`config.mk`:
```
export PLATFORM = sky130hd
export DESIGN_NAME = lattice_neighbor_address
export DESIGN_NICKNAME = d
export VERILOG_FILES = /design/src/hdl/lna_pkg.sv /design/src/hdl/lna_front.sv /design/src/hdl/lattice_neighbor_address.sv
export VERILOG_INCLUDE_DIRS = /design/src /design/src/hdl
export SDC_FILE = /design/constraint.sdc
export NUM_CORES = 2
export LEC_CHECK = 0
export CAP_MARGIN = 30
export CELL_PAD_IN_SITES_DETAIL_PLACEMENT = 1
export CELL_PAD_IN_SITES_GLOBAL_PLACEMENT = 1
export CORE_MARGIN = 1
export CORE_UTILIZATION = 30
export CTS_CLUSTER_SIZE = 16
export DETAILED_ROUTE_END_ITERATION = 6
export DONT_BUFFER_PORTS = 1
export HOLD_SLACK_MARGIN = 0.1
export PLACE_DENSITY = 0.56
export SETUP_SLACK_MARGIN = 0.15
export SKIP_LAST_GASP = 1
export SLEW_MARGIN = 20
export SYNTH_ARGS = -nofsm -noshare
export SYNTH_HDL_FRONTEND = slang
export SYNTH_SLANG_ARGS = --single-unit
```
`constraint.sdc`:
```
create_clock -name i_clk -period 11.9 [get_ports i_clk]
set_input_delay 0.595 -clock i_clk [delete_from_list [all_inputs] [get_ports i_clk]]
set_output_delay 0.595 -clock i_clk [all_outputs]
set_load 0.02 [all_outputs]
```
`src/hdl/lattice_neighbor_address_macros.svh`:
```
// Assertion macros shared by the lattice neighbor address block.
`ifndef LATTICE_NEIGHBOR_ADDRESS_MACROS_SVH
`define LATTICE_NEIGHBOR_ADDRESS_MACROS_SVH

`ifndef SYNTHESIS

// Same-cycle implication, disabled while reset is low.
`define LNA_ASSERT_IMPLY(lbl, clk, rst_n, ante, cons) \
    lbl: assert property (@(posedge clk) disable iff (!rst_n) (ante) |-> (cons)) \
        else $error("lattice_neighbor_address: same-cycle check failed");

// Next-cycle implication, disabled while reset is low.
`define LNA_ASSERT_NEXT(lbl, clk, rst_n, ante, cons) \
    lbl: assert property (@(posedge clk) disable iff (!rst_n) (ante) |=> (cons)) \
        else $error("lattice_neighbor_address: next-cycle check failed");

`else

`define LNA_ASSERT_IMPLY(lbl, clk, rst_n, ante, cons)
`define LNA_ASSERT_NEXT(lbl, clk, rst_n, ante, cons)

`endif

`endif

```
`src/hdl/lna_pkg.sv`:
```
package lna_pkg;

    // Lattice limits.
    localparam int MAX_SIDE = 1024;
    localparam int MAX_AXES = 3;
    localparam int NUM_AXES = 3;

    // Field widths.
    localparam int CRD_W  = 10;
    localparam int LEN_W  = 11;
    localparam int DIMS_W = 2;
    localparam int MASK_W = 3;
    localparam int DIR_W  = 3;
    localparam int SITE_W = 30;
    localparam int WIDE_W = CRD_W + LEN_W;

    // Index of a midpoint in the remainder steps: the upper half runs in the first stage.
    localparam int REM_SPLIT = CRD_W / 2;

    // Configuration port.
    localparam int CFG_IDX_W  = 3;
    localparam int CFG_DATA_W = 11;

    localparam logic [CFG_IDX_W-1:0] CFG_SPACE_DIMS    = 3'd0;
    localparam logic [CFG_IDX_W-1:0] CFG_SIZE_FAST     = 3'd1;
    localparam logic [CFG_IDX_W-1:0] CFG_SIZE_MID      = 3'd2;
    localparam logic [CFG_IDX_W-1:0] CFG_SIZE_SLOW     = 3'd3;
    localparam logic [CFG_IDX_W-1:0] CFG_PERIODIC_MASK = 3'd4;

    // Register values after reset.
    localparam logic [DIMS_W-1:0] RST_SPACE_DIMS    = 2'd3;
    localparam logic [LEN_W-1:0]  RST_SIZE          = 11'd64;
    localparam logic [MASK_W-1:0] RST_PERIODIC_MASK = 3'd7;

    typedef logic [CRD_W-1:0] t_crd;
    typedef logic [LEN_W-1:0] t_len;
    typedef logic [NUM_AXES-1:0][LEN_W-1:0] t_len_vec;
    typedef logic [NUM_AXES-1:0][CRD_W-1:0] t_crd_vec;

    // Input beat: one lattice site.
    typedef struct packed {
        logic [CRD_W-1:0] coord_slow;
        logic [CRD_W-1:0] coord_mid;
        logic [CRD_W-1:0] coord_fast;
    } t_in_beat;

    // Output beat: one neighbor.
    typedef struct packed {
        logic [DIR_W-1:0]  direction;
        logic [SITE_W-1:0] neighbor_site;
        logic              off_lattice;
        logic              last;
    } t_out_beat;

    // Coordinates of a site as a vector indexed by axis.
    function automatic t_crd_vec f_crd_vec(input t_in_beat b);
        t_crd_vec v;
        v[0] = b.coord_fast;
        v[1] = b.coord_mid;
        v[2] = b.coord_slow;
        return v;
    endfunction

    // One restoring step of x mod d: subtract d shifted by sh when it fits.
    function automatic t_crd f_rem_step(input t_crd x, input t_len d, input int unsigned sh);
        logic [WIDE_W-1:0] ds;
        logic [WIDE_W-1:0] xw;
        ds = WIDE_W'(d) << sh;
        xw = WIDE_W'(x);
        if (xw >= ds) begin
            return CRD_W'(xw - ds);
        end
        return x;
    endfunction

    // Axis length with zero read as one and oversize read as the maximum.
    function automatic t_len f_clamp_len(input t_len v);
        if (v == '0) begin
            return LEN_W'(1);
        end else if (int'(v) > MAX_SIDE) begin
            return LEN_W'(MAX_SIDE);
        end
        return v;
    endfunction

    // Axis count with zero read as one and oversize read as the maximum.
    function automatic logic [DIMS_W-1:0] f_clamp_axes(input logic [DIMS_W-1:0] v);
        if (v == '0) begin
            return DIMS_W'(1);
        end else if (int'(v) > MAX_AXES) begin
            return DIMS_W'(MAX_AXES);
        end
        return v;
    endfunction

endpackage

```
`src/hdl/lna_front.sv`:
```
// Two-stage front end: captures a site and reduces each coordinate modulo its axis
// length with a restoring remainder, half of the quotient bits in each stage.
module lna_front (
    input  logic              i_clk,
    input  logic              i_rst_n,
    input  logic              i_valid,
    input  lna_pkg::t_in_beat i_beat,
    input  lna_pkg::t_len_vec i_len,
    input  logic              i_take,
    output logic              o_ready,
    output logic              o_valid,
    output lna_pkg::t_in_beat o_beat,
    output lna_pkg::t_crd_vec o_rem
);

    logic              r_v1;
    logic              r_v2;
    lna_pkg::t_in_beat r_c1;
    lna_pkg::t_in_beat r_c2;
    lna_pkg::t_crd_vec r_rem1;
    lna_pkg::t_crd_vec r_rem2;
    lna_pkg::t_crd_vec n_rem1;
    lna_pkg::t_crd_vec n_rem2;
    logic              ld1;
    logic              ld2;

    // A stage loads when it is empty or its beat moves on.
    assign ld2 = !r_v2 || i_take;
    assign ld1 = !r_v1 || ld2;

    // Upper remainder steps on the incoming coordinates.
    always_comb begin
        lna_pkg::t_crd_vec crd;
        lna_pkg::t_crd     x;
        crd = lna_pkg::f_crd_vec(i_beat);
        for (int k = 0; k < lna_pkg::NUM_AXES; k++) begin
            x = crd[k];
            for (int s = lna_pkg::CRD_W - 1; s >= lna_pkg::REM_SPLIT; s--) begin
                x = lna_pkg::f_rem_step(x, i_len[k], s);
            end
            n_rem1[k] = x;
        end
    end

    // Lower remainder steps on the partial remainders.
    always_comb begin
        lna_pkg::t_crd x;
        for (int k = 0; k < lna_pkg::NUM_AXES; k++) begin
            x = r_rem1[k];
            for (int s = lna_pkg::REM_SPLIT - 1; s >= 0; s--) begin
                x = lna_pkg::f_rem_step(x, i_len[k], s);
            end
            n_rem2[k] = x;
        end
    end

    // Stage valid bits.
    always_ff @(posedge i_clk) begin
        if (!i_rst_n) begin
            r_v1 <= 1'b0;
            r_v2 <= 1'b0;
        end else begin
            if (ld1) begin
                r_v1 <= i_valid;
            end
            if (ld2) begin
                r_v2 <= r_v1;
            end
        end
    end

    // Stage payload.
    always_ff @(posedge i_clk) begin
        if (ld1) begin
            r_c1   <= i_beat;
            r_rem1 <= n_rem1;
        end
        if (ld2) begin
            r_c2   <= r_c1;
            r_rem2 <= n_rem2;
        end
    end

    assign o_ready = ld1;
    assign o_valid = r_v2;
    assign o_beat  = r_c2;
    assign o_rem   = r_rem2;

endmodule

```
`src/hdl/lattice_neighbor_address.sv`:
```
// Path: a site's beat passes the two front-end stages, the direction sequencer, the
// neighbor coordinate stage, the first multiply stage and the output register.
// The direction sequencer emits 2*D neighbors per site (2, 4 or 6), one per cycle while
// the output is not stalled, and takes the next site only with its final direction.
// Reset: synchronous, active low; empties the pipeline and restores the register defaults.
`include "lattice_neighbor_address_macros.svh"

module lattice_neighbor_address (
    input  logic                                i_clk,
    input  logic                                i_rst_n,
    input  logic                                i_in_valid,
    output logic                                o_in_stall,
    input  lna_pkg::t_in_beat                   i_in_beat,
    output logic                                o_out_valid,
    input  logic                                i_out_stall,
    output lna_pkg::t_out_beat                  o_out_beat,
    input  logic                                i_cfg_valid,
    output logic                                o_cfg_ready,
    input  logic [lna_pkg::CFG_IDX_W-1:0]       i_cfg_index,
    input  logic [lna_pkg::CFG_DATA_W-1:0]      i_cfg_data
);

    // Configuration registers.
    logic [lna_pkg::DIMS_W-1:0] r_space_dims;
    lna_pkg::t_len              r_size_fast;
    lna_pkg::t_len              r_size_mid;
    lna_pkg::t_len              r_size_slow;
    logic [lna_pkg::MASK_W-1:0] r_periodic_mask;

    lna_pkg::t_len_vec          len;
    logic [lna_pkg::DIMS_W-1:0] axes;
    logic [lna_pkg::DIR_W-1:0]  last_dir;

    // Front end.
    logic              front_ready;
    logic              front_valid;
    lna_pkg::t_in_beat front_beat;
    lna_pkg::t_crd_vec front_rem;

    // Direction sequencer stage.
    logic                      r_v3;
    lna_pkg::t_in_beat         r_c3;
    lna_pkg::t_crd_vec         r_rem3;
    logic [lna_pkg::DIR_W-1:0] r_dir;
    logic                      take;

    // Neighbor coordinate stage.
    logic                      r_v4;
    lna_pkg::t_crd_vec         r_nb4;
    logic                      r_off4;
    logic [lna_pkg::DIR_W-1:0] r_dir4;
    logic                      r_last4;
    lna_pkg::t_crd_vec         n_nb4;
    logic                      n_off4;

    // First multiply stage.
    logic                                    r_v5;
    logic [2*lna_pkg::CRD_W-1:0]             r_t5;
    lna_pkg::t_crd                           r_c0_5;
    logic                                    r_off5;
    logic [lna_pkg::DIR_W-1:0]               r_dir5;
    logic                                    r_last5;
    logic [lna_pkg::WIDE_W-1:0]              n_t5;

    // Output register.
    logic                      r_v6;
    lna_pkg::t_out_beat        r_out6;
    logic [lna_pkg::SITE_W:0]  n_site6;

    logic en4;
    logic en5;
    logic en6;

    // Configuration writes; the port never back-pressures.
    assign o_cfg_ready = 1'b1;

    always_ff @(posedge i_clk) begin
        if (!i_rst_n) begin
            r_space_dims    <= lna_pkg::RST_SPACE_DIMS;
            r_size_fast     <= lna_pkg::RST_SIZE;
            r_size_mid      <= lna_pkg::RST_SIZE;
            r_size_slow     <= lna_pkg::RST_SIZE;
            r_periodic_mask <= lna_pkg::RST_PERIODIC_MASK;
        end else if (i_cfg_valid) begin
            unique case (i_cfg_index)
                lna_pkg::CFG_SPACE_DIMS: begin
                    r_space_dims <= i_cfg_data[lna_pkg::DIMS_W-1:0];
                end
                lna_pkg::CFG_SIZE_FAST: begin
                    r_size_fast <= i_cfg_data[lna_pkg::LEN_W-1:0];
                end
                lna_pkg::CFG_SIZE_MID: begin
                    r_size_mid <= i_cfg_data[lna_pkg::LEN_W-1:0];
                end
                lna_pkg::CFG_SIZE_SLOW: begin
                    r_size_slow <= i_cfg_data[lna_pkg::LEN_W-1:0];
                end
                lna_pkg::CFG_PERIODIC_MASK: begin
                    r_periodic_mask <= i_cfg_data[lna_pkg::MASK_W-1:0];
                end
                default: begin
                end
            endcase
        end
    end

    // Effective lengths and axis count.
    assign len[0]   = lna_pkg::f_clamp_len(r_size_fast);
    assign len[1]   = lna_pkg::f_clamp_len(r_size_mid);
    assign len[2]   = lna_pkg::f_clamp_len(r_size_slow);
    assign axes     = lna_pkg::f_clamp_axes(r_space_dims);
    assign last_dir = {axes, 1'b0} - lna_pkg::DIR_W'(1);

    // Stage enables: each stage moves when it is empty or the next one moves.
    assign en6 = !r_v6 || !i_out_stall;
    assign en5 = !r_v5 || en6;
    assign en4 = !r_v4 || en5;

    // The sequencer takes a new site when it is empty or emits its final direction.
    assign take = !r_v3 || ((r_dir == last_dir) && en4);

    lna_front u_front (
        .i_clk   (i_clk),
        .i_rst_n (i_rst_n),
        .i_valid (i_in_valid),
        .i_beat  (i_in_beat),
        .i_len   (len),
        .i_take  (take),
        .o_ready (front_ready),
        .o_valid (front_valid),
        .o_beat  (front_beat),
        .o_rem   (front_rem)
    );

    assign o_in_stall = !front_ready;

    // Sequencer control.
    always_ff @(posedge i_clk) begin
        if (!i_rst_n) begin
            r_v3  <= 1'b0;
            r_dir <= '0;
        end else begin
            if (take) begin
                r_v3 <= front_valid;
            end
            if (r_v3 && en4) begin
                r_dir <= (r_dir == last_dir) ? '0 : r_dir + lna_pkg::DIR_W'(1);
            end
        end
    end

    always_ff @(posedge i_clk) begin
        if (take) begin
            r_c3   <= front_beat;
            r_rem3 <= front_rem;
        end
    end

    // Neighbor coordinates for the current direction. Periodic axes use the reduced
    // coordinate and wrap; open axes use the raw coordinate and flag the edge.
    always_comb begin
        lna_pkg::t_crd_vec crd;
        logic [lna_pkg::LEN_W-1:0] c11;
        logic [lna_pkg::LEN_W-1:0] r11;
        logic                      stepped;
        crd    = lna_pkg::f_crd_vec(r_c3);
        n_off4 = 1'b0;
        for (int k = 0; k < lna_pkg::NUM_AXES; k++) begin
            c11     = lna_pkg::LEN_W'(crd[k]);
            r11     = lna_pkg::LEN_W'(r_rem3[k]);
            stepped = (int'(r_dir[lna_pkg::DIR_W-1:1]) == k);
            if (k >= int'(axes)) begin
                n_nb4[k] = '0;
            end else if (r_periodic_mask[k]) begin
                if (stepped && r_dir[0]) begin
                    n_nb4[k] = (r11 + lna_pkg::LEN_W'(1) == len[k]) ? '0 :
                               r_rem3[k] + lna_pkg::CRD_W'(1);
                end else if (stepped) begin
                    n_nb4[k] = (r_rem3[k] == '0) ?
                               lna_pkg::CRD_W'(len[k] - lna_pkg::LEN_W'(1)) :
                               r_rem3[k] - lna_pkg::CRD_W'(1);
                end else begin
                    n_nb4[k] = r_rem3[k];
                end
            end else begin
                if (stepped && r_dir[0]) begin
                    n_nb4[k] = crd[k] + lna_pkg::CRD_W'(1);
                    if (c11 + lna_pkg::LEN_W'(1) >= len[k]) begin
                        n_off4 = 1'b1;
                    end
                end else if (stepped) begin
                    n_nb4[k] = crd[k] - lna_pkg::CRD_W'(1);
                    if ((crd[k] == '0) || (c11 > len[k])) begin
                        n_off4 = 1'b1;
                    end
                end else begin
                    n_nb4[k] = crd[k];
                    if (c11 >= len[k]) begin
                        n_off4 = 1'b1;
                    end
                end
            end
        end
    end

    // Index of the upper axes: c1 + L1 * c2.
    assign n_t5 = lna_pkg::WIDE_W'(len[1]) * lna_pkg::WIDE_W'(r_nb4[2])
                + lna_pkg::WIDE_W'(r_nb4[1]);

    // Full index: c0 + L0 * (c1 + L1 * c2).
    assign n_site6 = (lna_pkg::SITE_W + 1)'(len[0]) * (lna_pkg::SITE_W + 1)'(r_t5)
                   + (lna_pkg::SITE_W + 1)'(r_c0_5);

    // Back pipeline valid bits.
    always_ff @(posedge i_clk) begin
        if (!i_rst_n) begin
            r_v4 <= 1'b0;
            r_v5 <= 1'b0;
            r_v6 <= 1'b0;
        end else begin
            if (en4) begin
                r_v4 <= r_v3;
            end
            if (en5) begin
                r_v5 <= r_v4;
            end
            if (en6) begin
                r_v6 <= r_v5;
            end
        end
    end

    // Back pipeline payload.
    always_ff @(posedge i_clk) begin
        if (en4) begin
            r_nb4   <= n_nb4;
            r_off4  <= n_off4;
            r_dir4  <= r_dir;
            r_last4 <= (r_dir == last_dir);
        end
        if (en5) begin
            r_t5    <= n_t5[2*lna_pkg::CRD_W-1:0];
            r_c0_5  <= r_nb4[0];
            r_off5  <= r_off4;
            r_dir5  <= r_dir4;
            r_last5 <= r_last4;
        end
        if (en6) begin
            r_out6.direction     <= r_dir5;
            r_out6.neighbor_site <= r_off5 ? '0 : n_site6[lna_pkg::SITE_W-1:0];
            r_out6.off_lattice   <= r_off5;
            r_out6.last          <= r_last5;
        end
    end

    assign o_out_valid = r_v6;
    assign o_out_beat  = r_out6;

    // Checks.
    `LNA_ASSERT_IMPLY(a_off_zero, i_clk, i_rst_n, o_out_valid && o_out_beat.off_lattice, o_out_beat.neighbor_site == '0)
    `LNA_ASSERT_IMPLY(a_idle_dir, i_clk, i_rst_n, !r_v3, r_dir == '0)
    `LNA_ASSERT_NEXT(a_emit, i_clk, i_rst_n, r_v3 && en4, r_v4)

endmodule
```
==> run_summary.xml <==
<?xml version="1.0" encoding="UTF-8"?>
<metrics>
  <group name="layout">
    <metric name="fin_cells" unit="">5448</metric>
    <metric name="filler_instances" unit="">13500</metric>
    <metric name="multiInputGateArea" unit="sq mm">0.0244</metric>
    <metric name="final_nets" unit="">4579</metric>
    <metric name="post_route_cells_drive_above_1_share" unit="">0.0706</metric>
    <metric name="flip_flop_and_latch_area" unit="sq mm">0.00905</metric>
    <metric name="synthToLayoutAreaGrowth" unit="%">10.9</metric>
    <metric name="fin_util" unit="">0.335</metric>
  </group>
  <group name="clocking">
    <metric name="worstSkewPairLatency" unit="ps">640</metric>
    <metric name="tritoncts_clock_tree" unit="">built</metric>
    <metric name="clkSinkCount" unit="">317</metric>
    <metric name="cts_root_cell" unit="">sky130_fd_sc_hd__clkbuf_16</metric>
    <metric name="htree_num_levels" unit="">2</metric>
    <metric name="cts_made_buffers" unit="">42</metric>
    <metric name="clkTransAtPathRegs" unit="ps">60</metric>
    <metric name="cts_buffer_depth" unit="">3</metric>
  </group>
  <group name="floorplanning">
    <metric name="floorplan.die_area" unit="sq mm">0.120</metric>
    <metric name="dieHeight" unit="um">347</metric>
    <metric name="start_util" unit="">0.302</metric>
    <metric name="pin_count" unit="">87</metric>
    <metric name="core" unit="sq mm">0.118</metric>
    <metric name="floorplan.die.width" unit="um">347</metric>
    <metric name="fp-row-count" unit="">126</metric>
  </group>
  <group name="logic_synthesis">
    <metric name="post_synth.cell_area_avg" unit="sq um">9.21</metric>
    <metric name="proportion_of_synthesized_chip_area_in_sequential_cells" unit="">0.254</metric>
    <metric name="synth_edf_count" unit="">270</metric>
    <metric name="syn-cell-area" unit="sq mm">0.0356</metric>
    <metric name="synth_seq_cells" unit="">317</metric>
    <metric name="syn-num-nets" unit="">4571</metric>
    <metric name="syn_inst" unit="">3869</metric>
    <metric name="dominantRegCellSynth" unit="">sky130_fd_sc_hd__edfxtp_1</metric>
    <metric name="synthArstFlopShare" unit="">0</metric>
    <metric name="synth_cell_type_count" unit="">88</metric>
    <metric name="synth_warnings" unit="">0</metric>
  </group>
  <group name="setup_path">
    <metric name="cp.required" unit="ps">12250</metric>
    <metric name="crit_slowest_cell" unit="">sky130_fd_sc_hd__or4_1</metric>
    <metric name="critPathCaptureType" unit="">register</metric>
    <metric name="cp_num_cells" unit="">43</metric>
    <metric name="crit_path_start_kind" unit="">register</metric>
    <metric name="path_buf_inv" unit="">3</metric>
    <metric name="endpoint" unit="">u_front.o_rem[8]</metric>
    <metric name="worst-path-max-fanout" unit="">19</metric>
    <metric name="rrSetupSlack" unit="ps">970</metric>
    <metric name="critPathTopFamily" unit="">compound AO/OA/AOI/OAI gates</metric>
    <metric name="r2r_end" unit="">u_front.o_rem[8]</metric>
    <metric name="r2r_start" unit="">r_size_fast[2]</metric>
    <metric name="worstSetupStartpoint" unit="">r_size_fast[2]</metric>
    <metric name="slowest_delay" unit="ps">580</metric>
    <metric name="path_common_cell" unit="">sky130_fd_sc_hd__ha_1</metric>
    <metric name="worst-setup-path-type" unit="">reg2reg</metric>
    <metric name="critPathArrivalTime" unit="ps">11280</metric>
    <metric name="timing.reg2reg.worst_path_depth" unit="">43</metric>
  </group>
  <group name="drt">
    <metric name="final_antenna_net_count" unit="">0</metric>
    <metric name="vias_per_std_cell" unit="">5.14</metric>
    <metric name="finalWirelength" unit="um">114000</metric>
    <metric name="first_pass_detailed_route_iteration_total" unit="">5</metric>
    <metric name="detail_route.iter0.violations" unit="">1367</metric>
    <metric name="detail_route.wl_per_cell" unit="um">20.9</metric>
    <metric name="route.vias.total" unit="">28000</metric>
    <metric name="drc_errors" unit="">0</metric>
  </group>
  <group name="grt">
    <metric name="grt_use_met1" unit="">0.264</metric>
    <metric name="grt_most_used_layer" unit="">met2</metric>
    <metric name="global_route.overflow_total" unit="">0</metric>
    <metric name="grt_first_pass_wirelength" unit="um">177000</metric>
    <metric name="grt_util_met3" unit="">0.0294</metric>
    <metric name="grt_pass1_vias" unit="">29700</metric>
    <metric name="grtUsageMet2" unit="">0.307</metric>
    <metric name="grt_antenna_before_repair" unit="">12</metric>
    <metric name="grt_max_degree" unit="">51</metric>
    <metric name="track_usage" unit="">0.189</metric>
  </group>
  <group name="power">
    <metric name="irDropWorstVdd" unit="uV">197</metric>
    <metric name="p_leak" unit="nW">16.8</metric>
    <metric name="power_frac_seq" unit="">0.230</metric>
    <metric name="power_switching_share" unit="">0.443</metric>
    <metric name="p_switching" unit="mW">4.45</metric>
    <metric name="power.share.clock" unit="">0.135</metric>
    <metric name="int_pwr" unit="mW">5.61</metric>
    <metric name="power_per_cell_area" unit="mW/mm^2">254</metric>
    <metric name="share_comb_of_total_power" unit="">0.635</metric>
  </group>
  <group name="placed_design">
    <metric name="hpwlAfterDp" unit="um">86500</metric>
    <metric name="pre_cts_slack" unit="ps">199</metric>
    <metric name="dp.cells" unit="">5321</metric>
    <metric name="place.port_buffers" unit="">0</metric>
    <metric name="gp_congestion" unit="">0.881</metric>
  </group>
  <group name="sta">
    <metric name="setup_repair_after_global_routing_missed_its_margin" unit="">false</metric>
    <metric name="transition_at_the_pin_with_the_smallest_max_transition_slack" unit="ps">1050</metric>
    <metric name="clock-skew-final" unit="ps">40.2</metric>
    <metric name="part_of_the_cycle_the_worst_path_needs" unit="">0.918</metric>
    <metric name="setup_viol_count_final" unit="">0</metric>
    <metric name="slew_headroom" unit="">0.302</metric>
    <metric name="finalWorstPathRequiredPeriod" unit="ps">10930</metric>
    <metric name="maxClockFrequency" unit="MHz">91.5</metric>
    <metric name="final.setup.tns" unit="ps">0</metric>
    <metric name="maxSlewViolCount" unit="">0</metric>
    <metric name="worst_slack" unit="ps">975</metric>
    <metric name="report.final.hold_viol_count" unit="">0</metric>
  </group>
  <group name="worst_hold_path">
    <metric name="hold_path_class" unit="">in2reg</metric>
    <metric name="worst_hold_startpoint" unit="">i_cfg_data[6]</metric>
  </group>
  <group name="status">
    <metric name="run_status" unit="">finished, final reports clean</metric>
  </group>
  <group name="flow_run">
    <metric name="max_cap_viol_count" unit="">0</metric>
  </group>
</metrics>
==> logic make-up after synthesis <==
group,share of synthesized area
muxes,0.0315
other,0.000105
buffers and inverters,0.0636
and+or+nand+nor,0.166
xor gates and xnor gates,0.0618
AOI/OAI and AO/OA,0.136
DFF,0.254
adders and majority gates,0.287
==> sequential cells by signal, indices dropped and copies added, names as in the netlist, 11 cells and up <==
| name | cells |
|---|---|
| o_out_beat | 35 |
| r_rem3 | 30 |
| r_t5 | 20 |
| r_size_mid | 11 |
| r_size_slow | 11 |
| u_front.o_beat | 30 |
| u_front.r_c1 | 15 |
| r_size_fast | 11 |
| u_front.o_rem | 30 |
| r_nb4 | 30 |
| r_c3 | 30 |
| u_front.r_rem1 | 30 |
==> per-layer routing <==
| metal | routed length [um] | up-vias |
|---|---|---|
| li1 | - | 13300 |
| met3 | 4820 | 111 |
| met4 | 2180 | 6 |
| met5 | 34 | - |
| met1 | 55300 | 14100 |
| met2 | 51300 | 463 |
==> cell usage after synthesis (all sizes together), types with 78 or more instances <==
cell      n  area share
clkbuf  145       0.015
o21ai   129       0.018
inv     432       0.046
a21o     78       0.016
nor2    206       0.022
and2    101       0.018
xnor2   157       0.039
xor2     91       0.022
a21oi   184       0.026
edfxtp  270        0.23
ha      380        0.13
fa      273        0.15
nand2   464       0.049
nor3     87       0.012
==> cell usage in the layout, fill, tap and decap left out, types with 101 or more instances in the layout <==
| master | count |
|---|---|
| sky130_fd_sc_hd__ha_1 | 380 |
| sky130_fd_sc_hd__nand2_1 | 461 |
| sky130_fd_sc_hd__fa_1 | 273 |
| sky130_fd_sc_hd__a21oi_1 | 180 |
| sky130_fd_sc_hd__xnor2_1 | 156 |
| sky130_fd_sc_hd__inv_1 | 431 |
| sky130_fd_sc_hd__and2_1 | 101 |
| sky130_fd_sc_hd__nor2_1 | 204 |
| sky130_fd_sc_hd__o21ai_0 | 126 |
| sky130_fd_sc_hd__edfxtp_1 | 270 |
==> metrics by stage <==
| step | hold WS, ps | area, sq um | power (mW) |
|---|---|---|---|
| 2_1_floorplan | 400 | 35600 | 7.08 |
| 3_3_place_gp | 401 | 37500 | 8.55 |
| 3_5_place_dp | 405 | 37500 | 8.64 |
| 4_1_cts | 101 | 39400 | 10.1 |
| 5_1_grt | 111 | 39500 | 11.0 |
| 6_report | 131 | 39500 | 10.1 |
==> power by group through the flow <==
stage	Clock, mW	Combinational (mW)	Sequential (mW)
3_3_place_gp	0	6.22	2.34
4_1_cts	1.41	6.38	2.31
5_1_grt	1.44	7.19	2.35
2_1_floorplan	0	5.13	1.96
6_report	1.36	6.38	2.32
3_5_place_dp	0	6.31	2.33
==> cell type report <==
cell class | instances | share of cell area
multi-input combinational | 2956 | 0.617
sequential | 317 | 0.229
tap | 1536 | 0.0486
inverter | 433 | 0.0411
timing repair buffer | 127 | 0.0274
clock buffer | 46 | 0.0270
clock inverter | 30 | 0.00928
antenna | 3 | 0.000190
==> worst min path at each step <==
stage	end	cells after the start
4_1_cts	r_size_slow[10]	1
3_5_place_dp	r_c3[10]	0
5_1_grt	r_size_slow[9]	1
2_1_floorplan	o_out_beat[0]	0
3_3_place_gp	r_rem3[13]	0
6_report	r_size_slow[6]	2
==> repair_timing <==
action / CTS / global route
resized for setup: 1 / 15
hold endpoints to repair: 55 / 0
pin swaps: 0 / 3
endpoints found under the setup margin: 5 / 26
hold buffers: 43 / 0
setup buffers: 0 / 3
No activity file was read; power rests on OpenSTA's default activity.
